<file path="src/hdl/plt_pkg.sv">
`timescale 1ns / 1ps
// ----------------------------------------------------------------------------
// plt_pkg
// Shared constants and types for the piecewise-linear table converter.
// ----------------------------------------------------------------------------
package plt_pkg;
  localparam int MAX_ENTRIES = 16;
  localparam int KEY_BITS    = 16;
  localparam int IDX_BITS    = $clog2(MAX_ENTRIES);
  localparam int CNT_BITS    = $clog2(MAX_ENTRIES + 1);
  localparam int VAL_BITS    = 32;
  localparam int SIZE_BITS   = 5;
  localparam int DIV_BITS    = KEY_BITS + VAL_BITS + 1;

  localparam logic CMD_LOAD    = 1'b0;
  localparam logic CMD_CONVERT = 1'b1;

  // divider request from the sequencer
  typedef struct packed {
    logic                start;
    logic [DIV_BITS-1:0] dividend;
    logic [KEY_BITS-1:0] divisor;
  } plt_div_req_t;

  typedef struct packed {
    logic                done;
    logic [DIV_BITS-1:0] quotient;
  } plt_div_rsp_t;
endpackage

</file>
<file path="src/hdl/plt_div.sv">
`timescale 1ns / 1ps
// ----------------------------------------------------------------------------
// plt_div
// Restoring unsigned divider, one quotient bit per cycle.
// ----------------------------------------------------------------------------
module plt_div (
  input  logic                  clk,
  input  logic                  rst_n,
  input  plt_pkg::plt_div_req_t req,
  output plt_pkg::plt_div_rsp_t rsp
);
  import plt_pkg::*;

  localparam int STEP_BITS = $clog2(DIV_BITS + 1);

  logic [DIV_BITS-1:0]  quo_r, quo_nxt;
  logic [KEY_BITS:0]    rem_r, rem_nxt;
  logic [KEY_BITS-1:0]  den_r;
  logic [STEP_BITS-1:0] cnt_r, cnt_nxt;
  logic                 busy_r, busy_nxt;
  logic                 done_r, done_nxt;
  logic [KEY_BITS:0]    trial;

  always_comb begin
    quo_nxt  = quo_r;
    rem_nxt  = rem_r;
    cnt_nxt  = cnt_r;
    busy_nxt = busy_r;
    done_nxt = 1'b0;
    trial    = {rem_r[KEY_BITS-1:0], quo_r[DIV_BITS-1]};
    if (req.start) begin
      quo_nxt  = req.dividend;
      rem_nxt  = '0;
      cnt_nxt  = STEP_BITS'(DIV_BITS);
      busy_nxt = 1'b1;
    end else if (busy_r) begin
      // shift in next dividend bit, subtract if it fits
      if (trial >= {1'b0, den_r}) begin
        rem_nxt = trial - {1'b0, den_r};
        quo_nxt = {quo_r[DIV_BITS-2:0], 1'b1};
      end else begin
        rem_nxt = trial;
        quo_nxt = {quo_r[DIV_BITS-2:0], 1'b0};
      end
      cnt_nxt = cnt_r - 1'b1;
      if (cnt_r == STEP_BITS'(1)) begin
        busy_nxt = 1'b0;
        done_nxt = 1'b1;
      end
    end
  end

  always_ff @(posedge clk) begin
    quo_r <= quo_nxt;
    rem_r <= rem_nxt;
    if (req.start) begin
      den_r <= req.divisor;
    end
    if (!rst_n) begin
      busy_r <= 1'b0;
      done_r <= 1'b0;
      cnt_r  <= '0;
    end else begin
      busy_r <= busy_nxt;
      done_r <= done_nxt;
      cnt_r  <= cnt_nxt;
    end
  end

  assign rsp.done     = done_r;
  assign rsp.quotient = quo_r;

`ifndef ASSERT_OFF
  a_no_restart: assert property (@(posedge clk) disable iff (!rst_n)
    busy_r |-> !req.start) else $error("divider restarted while busy");
  a_done_ends: assert property (@(posedge clk) disable iff (!rst_n)
    done_r |-> !busy_r) else $error("divider done while busy");
  a_cnt_zero: assert property (@(posedge clk) disable iff (!rst_n)
    !busy_r && !req.start |=> cnt_r == $past(cnt_r)) else $error("idle count moved");
`endif
endmodule

</file>
<file path="src/hdl/plt_store.sv">
`timescale 1ns / 1ps
// ----------------------------------------------------------------------------
// plt_store
// Breakpoint memory: one write port, one read port, registered read data.
// ----------------------------------------------------------------------------
module plt_store (
  input  logic                          clk,
  input  logic                          wr_en,
  input  logic [plt_pkg::IDX_BITS-1:0]  wr_addr,
  input  logic [plt_pkg::KEY_BITS-1:0]  wr_key,
  input  logic [plt_pkg::VAL_BITS-1:0]  wr_val,
  input  logic [plt_pkg::IDX_BITS-1:0]  rd_addr,
  output logic [plt_pkg::KEY_BITS-1:0]  rd_key,
  output logic [plt_pkg::VAL_BITS-1:0]  rd_val
);
  import plt_pkg::*;

  logic [KEY_BITS-1:0] key_mem [MAX_ENTRIES];
  logic [VAL_BITS-1:0] val_mem [MAX_ENTRIES];

  always_ff @(posedge clk) begin
    if (wr_en) begin
      key_mem[wr_addr] <= wr_key;
      val_mem[wr_addr] <= wr_val;
    end
    rd_key <= key_mem[rd_addr];
    rd_val <= val_mem[rd_addr];
  end
endmodule

</file>
<file path="src/hdl/piecewise_linear_table_convert_unit.sv">
`timescale 1ns / 1ps
// ----------------------------------------------------------------------------
// piecewise_linear_table_convert_unit
// Work per word: a load word writes its entry, then rescans the n entries in use
// for the rising check; a convert word scans the same entries and, when it
// interpolates, also waits for the divider, which runs 49 steps. One word is in work
// at a time; the scan through the single read port of the breakpoint memory
// sets this. Reset clears control state and table_size; the breakpoint
// memory is not cleared and holds garbage until written.
// ----------------------------------------------------------------------------
module piecewise_linear_table_convert_unit (
  input  logic                clk,
  input  logic                rst_n,
  input  logic                cfg_we,
  input  logic [4:0]          cfg_wdata,
  input  logic                in_valid,
  output logic                in_ready,
  input  logic                in_cmd,
  input  logic [3:0]          in_entry_index,
  input  logic [15:0]         in_entry_key,
  input  logic signed [31:0]  in_entry_value,
  input  logic [15:0]         in_sample,
  output logic                out_valid,
  input  logic                out_ready,
  output logic signed [31:0]  out_converted,
  output logic                out_table_ok
);
  import plt_pkg::*;

  typedef enum logic [2:0] {
    S_IDLE, S_SCAN, S_WAIT, S_DIV, S_DONE
  } state_t;

  state_t               state_r;
  logic [SIZE_BITS-1:0] size_r;
  logic                 cmd_r;
  logic [KEY_BITS-1:0]  smp_r;
  logic [CNT_BITS-1:0]  n_r;
  logic [CNT_BITS-1:0]  addr_r;   // address issued
  logic [CNT_BITS-1:0]  pos_r;    // index of data now on read port
  logic                 rvalid_r;
  logic                 found_r;
  logic signed [VAL_BITS-1:0] res_r;
  logic                 ok_r;
  logic [KEY_BITS-1:0]  pk_r;
  logic signed [VAL_BITS-1:0] pv_r;
  logic                 neg_r;
  logic                 out_valid_r;
  logic signed [VAL_BITS-1:0] out_conv_r;
  logic                 out_ok_r;

  logic [KEY_BITS-1:0]  rd_key;
  logic [VAL_BITS-1:0]  rd_val;
  logic                 wr_en;
  logic [IDX_BITS-1:0]  rd_addr;
  plt_div_req_t         dreq;
  plt_div_rsp_t         drsp;

  logic signed [VAL_BITS:0] dv;
  logic [VAL_BITS:0]        mag;
  logic [KEY_BITS-1:0]      dk;
  logic [KEY_BITS-1:0]      kd;
  logic signed [VAL_BITS-1:0] cur_v;
  logic                     accept;

  assign accept   = in_valid && in_ready;
  assign in_ready = (state_r == S_IDLE) && !out_valid_r;
  assign wr_en    = accept && (in_cmd == CMD_LOAD);
  assign rd_addr  = addr_r[IDX_BITS-1:0];
  assign cur_v    = signed'(rd_val);

  assign dv  = {cur_v[VAL_BITS-1], cur_v} - {pv_r[VAL_BITS-1], pv_r};
  assign mag = dv[VAL_BITS] ? (VAL_BITS+1)'(0) - dv : dv;
  assign dk  = smp_r - pk_r;
  assign kd  = rd_key - pk_r;

  plt_store u_store (
    .clk     (clk),
    .wr_en   (wr_en),
    .wr_addr (in_entry_index),
    .wr_key  (in_entry_key),
    .wr_val  (in_entry_value),
    .rd_addr (rd_addr),
    .rd_key  (rd_key),
    .rd_val  (rd_val)
  );

  // one multiply here feeds the divider; product fits 16+33 bits
  always_comb begin
    dreq.start    = 1'b0;
    dreq.dividend = DIV_BITS'(dk) * DIV_BITS'(mag);
    dreq.divisor  = kd;
    if (state_r == S_SCAN && rvalid_r && cmd_r == CMD_CONVERT && !found_r &&
        smp_r != rd_key && smp_r < rd_key && pos_r != '0 &&
        rd_key > pk_r && smp_r >= pk_r) begin
      dreq.start = 1'b1;
    end
  end

  plt_div u_div (.clk(clk), .rst_n(rst_n), .req(dreq), .rsp(drsp));

  always_ff @(posedge clk) begin
    if (!rst_n) begin
      state_r     <= S_IDLE;
      size_r      <= '0;
      out_valid_r <= 1'b0;
      rvalid_r    <= 1'b0;
    end else begin
      if (cfg_we) begin
        size_r <= cfg_wdata;
      end
      if (out_valid_r && out_ready) begin
        out_valid_r <= 1'b0;
      end
      unique case (state_r)
        S_IDLE: begin
          if (accept) begin
            cmd_r    <= in_cmd;
            smp_r    <= in_sample;
            n_r      <= (size_r > SIZE_BITS'(MAX_ENTRIES)) ? CNT_BITS'(MAX_ENTRIES)
                                                          : CNT_BITS'(size_r);
            addr_r   <= '0;
            pos_r    <= '0;
            rvalid_r <= 1'b0;
            found_r  <= (in_cmd == CMD_LOAD);
            res_r    <= '0;
            ok_r     <= 1'b1;
            state_r  <= S_SCAN;
          end
        end
        S_SCAN: begin
          // issue next address, evaluate the one returned
          if (addr_r < n_r) begin
            addr_r   <= addr_r + 1'b1;
            rvalid_r <= 1'b1;
          end else begin
            rvalid_r <= 1'b0;
          end
          pos_r <= addr_r;
          if (rvalid_r) begin
            if (pos_r != '0 && (rd_key <= pk_r || cur_v <= pv_r)) begin
              ok_r <= 1'b0;
            end
            if (!found_r) begin
              if (smp_r == rd_key) begin
                res_r <= cur_v; found_r <= 1'b1;
              end else if (smp_r < rd_key) begin
                found_r <= 1'b1;
                if (pos_r == '0 || rd_key <= pk_r || smp_r < pk_r) begin
                  res_r <= (pos_r == '0) ? cur_v : pv_r;
                end else begin
                  res_r <= pv_r;
                  neg_r <= dv[VAL_BITS];
                  state_r <= S_WAIT;
                end
              end else if (pos_r == n_r - 1'b1) begin
                res_r <= cur_v; found_r <= 1'b1;
              end
            end
            pk_r <= rd_key;
            pv_r <= cur_v;
          end
          if (!rvalid_r && addr_r >= n_r && pos_r == addr_r && state_r == S_SCAN) begin
            state_r <= S_DONE;
          end
          if (!rvalid_r && addr_r == '0 && n_r == '0) begin
            state_r <= S_DONE;
          end
        end
        S_WAIT: begin
          // keep scanning for the rising check while division runs
          if (addr_r < n_r) begin
            addr_r   <= addr_r + 1'b1;
            rvalid_r <= 1'b1;
          end else begin
            rvalid_r <= 1'b0;
          end
          pos_r <= addr_r;
          if (rvalid_r) begin
            if (pos_r != '0 && (rd_key <= pk_r || cur_v <= pv_r)) begin
              ok_r <= 1'b0;
            end
            pk_r <= rd_key;
            pv_r <= cur_v;
          end
          if (drsp.done) begin
            res_r   <= neg_r ? res_r - VAL_BITS'(drsp.quotient)
                             : res_r + VAL_BITS'(drsp.quotient);
            state_r <= S_DIV;
          end
        end
        S_DIV: begin
          // finish the rising scan
          if (addr_r < n_r) begin
            addr_r   <= addr_r + 1'b1;
            rvalid_r <= 1'b1;
          end else begin
            rvalid_r <= 1'b0;
          end
          pos_r <= addr_r;
          if (rvalid_r) begin
            if (pos_r != '0 && (rd_key <= pk_r || cur_v <= pv_r)) begin
              ok_r <= 1'b0;
            end
            pk_r <= rd_key;
            pv_r <= cur_v;
          end
          if (!rvalid_r && addr_r >= n_r) begin
            state_r <= S_DONE;
          end
        end
        S_DONE: begin
          out_valid_r <= 1'b1;
          out_conv_r  <= res_r;
          out_ok_r    <= ok_r;
          state_r     <= S_IDLE;
        end
        default: state_r <= S_IDLE;
      endcase
    end
  end

  assign out_valid     = out_valid_r;
  assign out_converted = out_conv_r;
  assign out_table_ok  = out_ok_r;

`ifndef ASSERT_OFF
  a_one_word: assert property (@(posedge clk) disable iff (!rst_n)
    state_r != S_IDLE |-> !in_ready) else $error("accepted word while busy");
  a_done_out: assert property (@(posedge clk) disable iff (!rst_n)
    state_r == S_DONE |=> out_valid) else $error("result not presented");
  a_div_only_wait: assert property (@(posedge clk) disable iff (!rst_n)
    drsp.done |-> state_r == S_WAIT) else $error("stray divider result");
`endif
endmodule
</file>
<file path="config.mk">
export PLATFORM = sky130hd
export DESIGN_NAME = piecewise_linear_table_convert_unit
export DESIGN_NICKNAME = d
export VERILOG_FILES = /design/src/hdl/plt_pkg.sv /design/src/hdl/plt_div.sv /design/src/hdl/plt_store.sv /design/src/hdl/piecewise_linear_table_convert_unit.sv
export SDC_FILE = /design/constraint.sdc
export NUM_CORES = 2
export LEC_CHECK = 0
export BUFFER_PORTS_ARGS = -buffer_cell sky130_fd_sc_hd__buf_2
export CORE_ASPECT_RATIO = 0.75
export CORE_MARGIN = 2
export CORE_UTILIZATION = 60
export DETAILED_ROUTE_END_ITERATION = 16
export HOLD_SLACK_MARGIN = 0.08
export PLACE_DENSITY = 0.88
export SYNTH_ARGS = -nofsm -noshare
export SYNTH_HDL_FRONTEND = slang
export SYNTH_SLANG_ARGS = --single-unit
</file>
<file path="constraint.sdc">
create_clock -name clk -period 24.5 [get_ports clk]
set_input_delay 4.9 -clock clk [delete_from_list [all_inputs] [get_ports clk]]
set_output_delay 4.9 -clock clk [all_outputs]
set_load 0.005 [all_outputs]
</file>
After elaboration in Yosys (flattened, before gate mapping)
Memories as Yosys holds them, arrays and structs flattened. A register that Yosys moved wholly into a read port is not among the register bits.
Cells that the tools add are included.
- logic and storage cells: 180
- memory bits (writable): 768
- bits in latches: 0
- memories: 2
- bits in read-only memories: 0
- output and inout port bits: 35
- register bits after elaboration: 247
- memory list (name ; depth ; width ; read ports ; clocked after memory_dff ; write ports ; line ; text):
    u_store.val_mem ; 16 ; 32 ; 1 ; 1 ; 1 ; plt_store.sv:19 ; logic [VAL_BITS-1:0] val_mem [MAX_ENTRIES];
    u_store.key_mem ; 16 ; 16 ; 1 ; 1 ; 1 ; plt_store.sv:18 ; logic [KEY_BITS-1:0] key_mem [MAX_ENTRIES];
- add/sub/neg operators: 10
- order comparisons: 10
- reductions and logical operators: 48
- multipliers: 1
- multiplexer cells: 56
- eq/ne operators: 23
- div/mod/pow operators: 0
- bitwise logic cells: 6
- shifts and indexed selects: 0
- operator list (operator ; count):
    32-bit 2-to-1 mux ; 10
    49-bit 2-to-1 mux ; 2
    32-bit case mux with 3 select lines ; 1
    16-bit by 33-bit multiplier with 49-bit output ; 1
    16-bit subtractor ; 3
    33-bit 2-to-1 mux ; 1
    1-bit by 33-bit subtractor with 33-bit output (first input constant) ; 1
    32-bit by 32-bit subtractor with 33-bit output ; 1
    32-bit adder ; 1
    32-bit <= comparator ; 1
    16-bit less-than comparator ; 2
    32-bit subtractor ; 1
    3-bit 2-to-1 mux ; 10
    1-bit 2-to-1 mux ; 21
    5-bit case mux with 2 select lines ; 2
    1-bit logical AND ; 18
    17-bit by 16-bit greater-or-equal comparator with 1-bit output ; 1
    16-bit == test ; 1
    16-bit greater-or-equal comparator ; 1
    16-bit greater-than comparator ; 1
    16-bit <= comparator ; 1
    16-bit 2-to-1 mux ; 1
    16-bit != test ; 1
    4-bit by 2-bit != test with 1-bit output (second input constant) ; 4
    34 further kinds ; 67

Longest topological paths before layout
- depth after elaboration: 11
- mapped depth: 39

Cells and area by module
Synthesis repeated with hierarchy kept, for this count alone.
- cell total of the unflattened synthesis: 5063
- area total of the unflattened synthesis: 64673.3 µm²
- by module, submodules not included (module ; cells an instance ; area an instance (µm²) ; times used):
    piecewise_linear_table_convert_unit ; 3452 ; 30381.6 ; 1
    plt_store ; 1242 ; 29694.7 ; 1
    plt_div ; 369 ; 4596.9 ; 1

Worst setup path before layout
OpenSTA, ideal clock, no wires.
- kind: register to register
- start: reg pv_r[0]
- end: reg u_div.quo_r[42] (data pin)
- buffers on the path: 1
- slack: 15119 ps
- cell stages (with the launch flop): 34
- arrival: 9114 ps
- cell sequence: edfxtp_1 -> ha_1 -> fa_1 -> nor2b_1 -> o31ai_1 -> a21oi_1 -> nor3_1 -> a311oi_1 -> nand3_2 -> or4_1 -> o41ai_2 -> xnor2_1 -> buf_6 -> nand2_1 -> fa_1 -> fa_1 -> fa_1 -> inv_1 -> fa_1 -> fa_1 -> inv_1 -> fa_1 -> inv_1 -> ha_1 -> and3_1 -> nand2_1 -> or4_1 -> o221a_2 -> o211ai_1 -> a21oi_1 -> o31ai_1 -> a31oi_1 -> xor2_1 -> o21ai_0
- cells in the longest elaborated chain, start to end: 5
- RTL lines (element ; line ; text):
    start, declared ; piecewise_linear_table_convert_unit.sv:46 ; logic signed [VAL_BITS-1:0] pv_r;
    start signal, assigned ; piecewise_linear_table_convert_unit.sv:161 ; pv_r <= cur_v;
    start signal, assigned ; piecewise_linear_table_convert_unit.sv:184 ; pv_r <= cur_v;
    start signal, assigned ; piecewise_linear_table_convert_unit.sv:206 ; pv_r <= cur_v;
    32-bit by 32-bit subtractor with 33-bit output (*) ; piecewise_linear_table_convert_unit.sv:72 ; assign dv = {cur_v[VAL_BITS-1], cur_v} - {pv_r[VAL_BITS-1], pv_r};
    1-bit by 33-bit subtractor with 33-bit output ; piecewise_linear_table_convert_unit.sv:73 ; assign mag = dv[VAL_BITS] ? (VAL_BITS+1)'(0) - dv : dv;
    33-bit 2-to-1 mux (*) ; piecewise_linear_table_convert_unit.sv:73 ;
    16-bit by 33-bit multiplier with 49-bit output (*) ; piecewise_linear_table_convert_unit.sv:91 ; dreq.dividend = DIV_BITS'(dk) * DIV_BITS'(mag);
    49-bit 2-to-1 mux (*) ; plt_div.sv:31 ; if (req.start) begin
    named net u_div.quo_nxt[42] ; plt_div.sv:16 ; logic [DIV_BITS-1:0] quo_r, quo_nxt;
    end signal, assigned ; plt_div.sv:54 ; quo_r <= quo_nxt;
    end, declared ; plt_div.sv:16 ;
Mark *: on every way through the listed nets, which the timed path passes. The rest lies on a longest branch.
A chain may end at the register's enable or synchronous reset.

Worst setup path in the final report
- start: reg pv_r[7]
- end: reg u_div.quo_r[41] (data pin)
Same word-level chain as after synthesis.

==> flow_summary.toml <==
[timing]
holdWs_ps = 413
fin_tns_setup_ps = 0
fin_crit_sh_pct = 47.6
worst_slew_pin_slew_ps = 1380
period_needed_ps = 11660
setup_violations = 0
rsz0062_at_grt = "no"
maxSlewViolCount = 0
slew-limit-headroom_pct = 6.97
setup_ws_ps = 12840
fin_skew_ps = 61.7
hold_viol = 0
fmax_mhz = 85.8

[logic_synthesis]
avgSynthCellArea_um2 = 12.9
netlist_area_um2 = 63900
syn_nets = 5725
yosys-top-cells-count = "edfxtp_1 (981), inv_1 (602), fa_1 (437), nand2_1 (427), nor2_1 (331)"
ys_seq_area_share_pct = 48.7
synth.most_common_cell = "edfxtp_1"
synth_area_leader_cell = "edfxtp_1"
ys_types = 90
netlist_top_cells_area = "edfxtp_1 (46%), fa_1 (14%), mux4_2 (8.5%)"
syn_inst = 4948
ys_async_sr_fraction_pct = 0
ys_warn_count = 0
ys.flop_type = "edfxtp_1"
synth_top_cell_area_share_pct = 46.1
ys_ff_latch = 1063
synth-edff-count = 981

[setup_path]
setup.worst_path.start_class = "register"
path_common_cell = "fa_1"
required_ps = 24970
slowest_stage = "xnor2_1"
crit_type = "register to register"
cpPeakStageDelay_ps = 1030
cp.arrival_ps = 12130
cp_max_fo = 10
endpoint_kind = "register"
r2r_slack_ps = 12840

[global_route]
grt_first_pass_wirelength_mm = 278
grt_pass1_vias = 44800
overflow = 0
antenna_found_initial = 18
grt_usage_pct = 34.1
grt_max_degree = 128

[final_layout]
fill_cells = 7018
layout.nets = 5818
fin_area_um2 = 69600
drive_above_1_share_pct = 12.9
area_delta_synth_final_pct = 9.01

[place]
hpwl_mm = 117
pre_cts_slack_ps = 13110
place_area_um2 = 66400
gp_congestion = 0.943
io_buffers = 113

[route]
via_per_inst = 6.72
firstDrtPassIters = 17
num_vias = 44000
drc = 0
drt_iter0_markers = 7113
wirelength_mm = 184
ant_nets = 0
wl_per_cell_um = 28.1

[clocking]
cts_buffer_depth = 3
cts.repair.resized = 0
cts_buffers = 96
clock_latency_ps = 730
clock-root-buffer = "clkbuf_16"
tritoncts = "yes"
clock-sinks = 1063
cts_setup_buffers = 0
cts_hold_buffers = 0
clk_pin_slew_worst_paths_ps = 90
h-tree-depth = 3

[floorplanning]
start_util_pct = 60.6
die_x_um = 381
rows = 103
dieArea_um2 = 109000
die_h_um = 287
core_um2 = 105000
ios = 114

[job]
cap_violations = 0

[outcome]
status = "complete, no violations"

[min_path]
hold_class = "register to register"
[worst paths after layout]
| path | startpoint | cells past startpoint | endpoint |
|---|---|---|---|
| worst min-delay path | u_store.rd_val[0]$_DFF_P_ | 0 | pv_r[0]$_DFFE_PP_ |
| worst min register to register | u_store.rd_val[0]$_DFF_P_ | 0 | pv_r[0]$_DFFE_PP_ |
| worst max register to register | pv_r[7]$_DFFE_PP_ | 30 | u_div.quo_r[41]$_DFFE_PP_ |
| worst max-delay path | pv_r[7]$_DFFE_PP_ | 30 | u_div.quo_r[41]$_DFFE_PP_ |
[layout by cell type, fill, tap and decap left out, drive strengths merged, types with 20 or more instances in the layout]
cell type	n
xor2	83
clkbuf	134
clkinv	33
mux2i	28
xnor2	141
nor3	53
inv	605
fa	437
and2	59
o21bai	31
o22ai	30
nand2b	50
ha	261
dfxtp	82
buf	199
o21a	28
or3	20
nor2b	50
nor2	331
a21oi	220
nand3	47
a31oi	36
edfxtp	981
o21ai	153
nand2	427
mux4	240
nand4	40
and3	30
a21o	73
[flip-flops by register name, summed over array words and instances, names as in the netlist, 3 cells and up]
signal	cells
u_store.val_mem	512
u_store.key_mem	256
u_div.quo_r	49
out_converted	32
pv_r	32
res_r	32
u_store.rd_val	32
pk_r	16
smp_r	16
u_div.den_r	16
u_div.rem_r	16
u_store.rd_key	16
u_div.cnt_r	6
addr_r	5
n_r	5
pos_r	5
size_r	5
state_r	3
[cells by family after synthesis]
family	Yosys count	synth area share, %
AOI/OAI and AO/OA	708	7.03
xor gates and xnor gates	224	3.08
adders and majority gates	698	18.8
buffers and inverters	808	4.81
DFF	1063	48.7
muxes	273	8.99
and+or+nand+nor	1174	8.59
[layer usage]
metal  GRT usage (%)  share of wire, %
met1            44.4                35
met2            52.2                45
met3            10.9                15
met4            16.5               6.0
met5           0.861              0.13
[final cells by class]
type	count	area (um2)	share of cell area (%)
timing repair buffer	199	1240	1.78
sequential	1063	31100	44.7
inverter	604	2270	3.26
multi-input combinational	3077	30000	43.1
clock inverter	46	543	0.780
clock buffer	134	2700	3.88
tap	1417	1770	2.55
antenna	14	35.0	0.0503
[per-stage QoR]
| stage | util [%] | std cells |
|---|---|---|
| floorplan | - | 4948 |
| global placement | 62.9 | 6360 |
| detailed placement | 62.9 | 6360 |
| CTS | 66.0 | 6540 |
| global route | 66.0 | 6549 |
| finish | 66.1 | 6554 |
[critical path: cells and delay by family (launching register included)]
kind	cells	cell delay, ps
compound gates	12	3930
flops	1	330
buf+inv	4	230
xor+xnor	1	1030
fa+ha+maj	8	3800
simple gates	5	2100
Power is not shown: default switching activity piles up to over one toggle a cycle in this logic, so the estimate is an artifact.
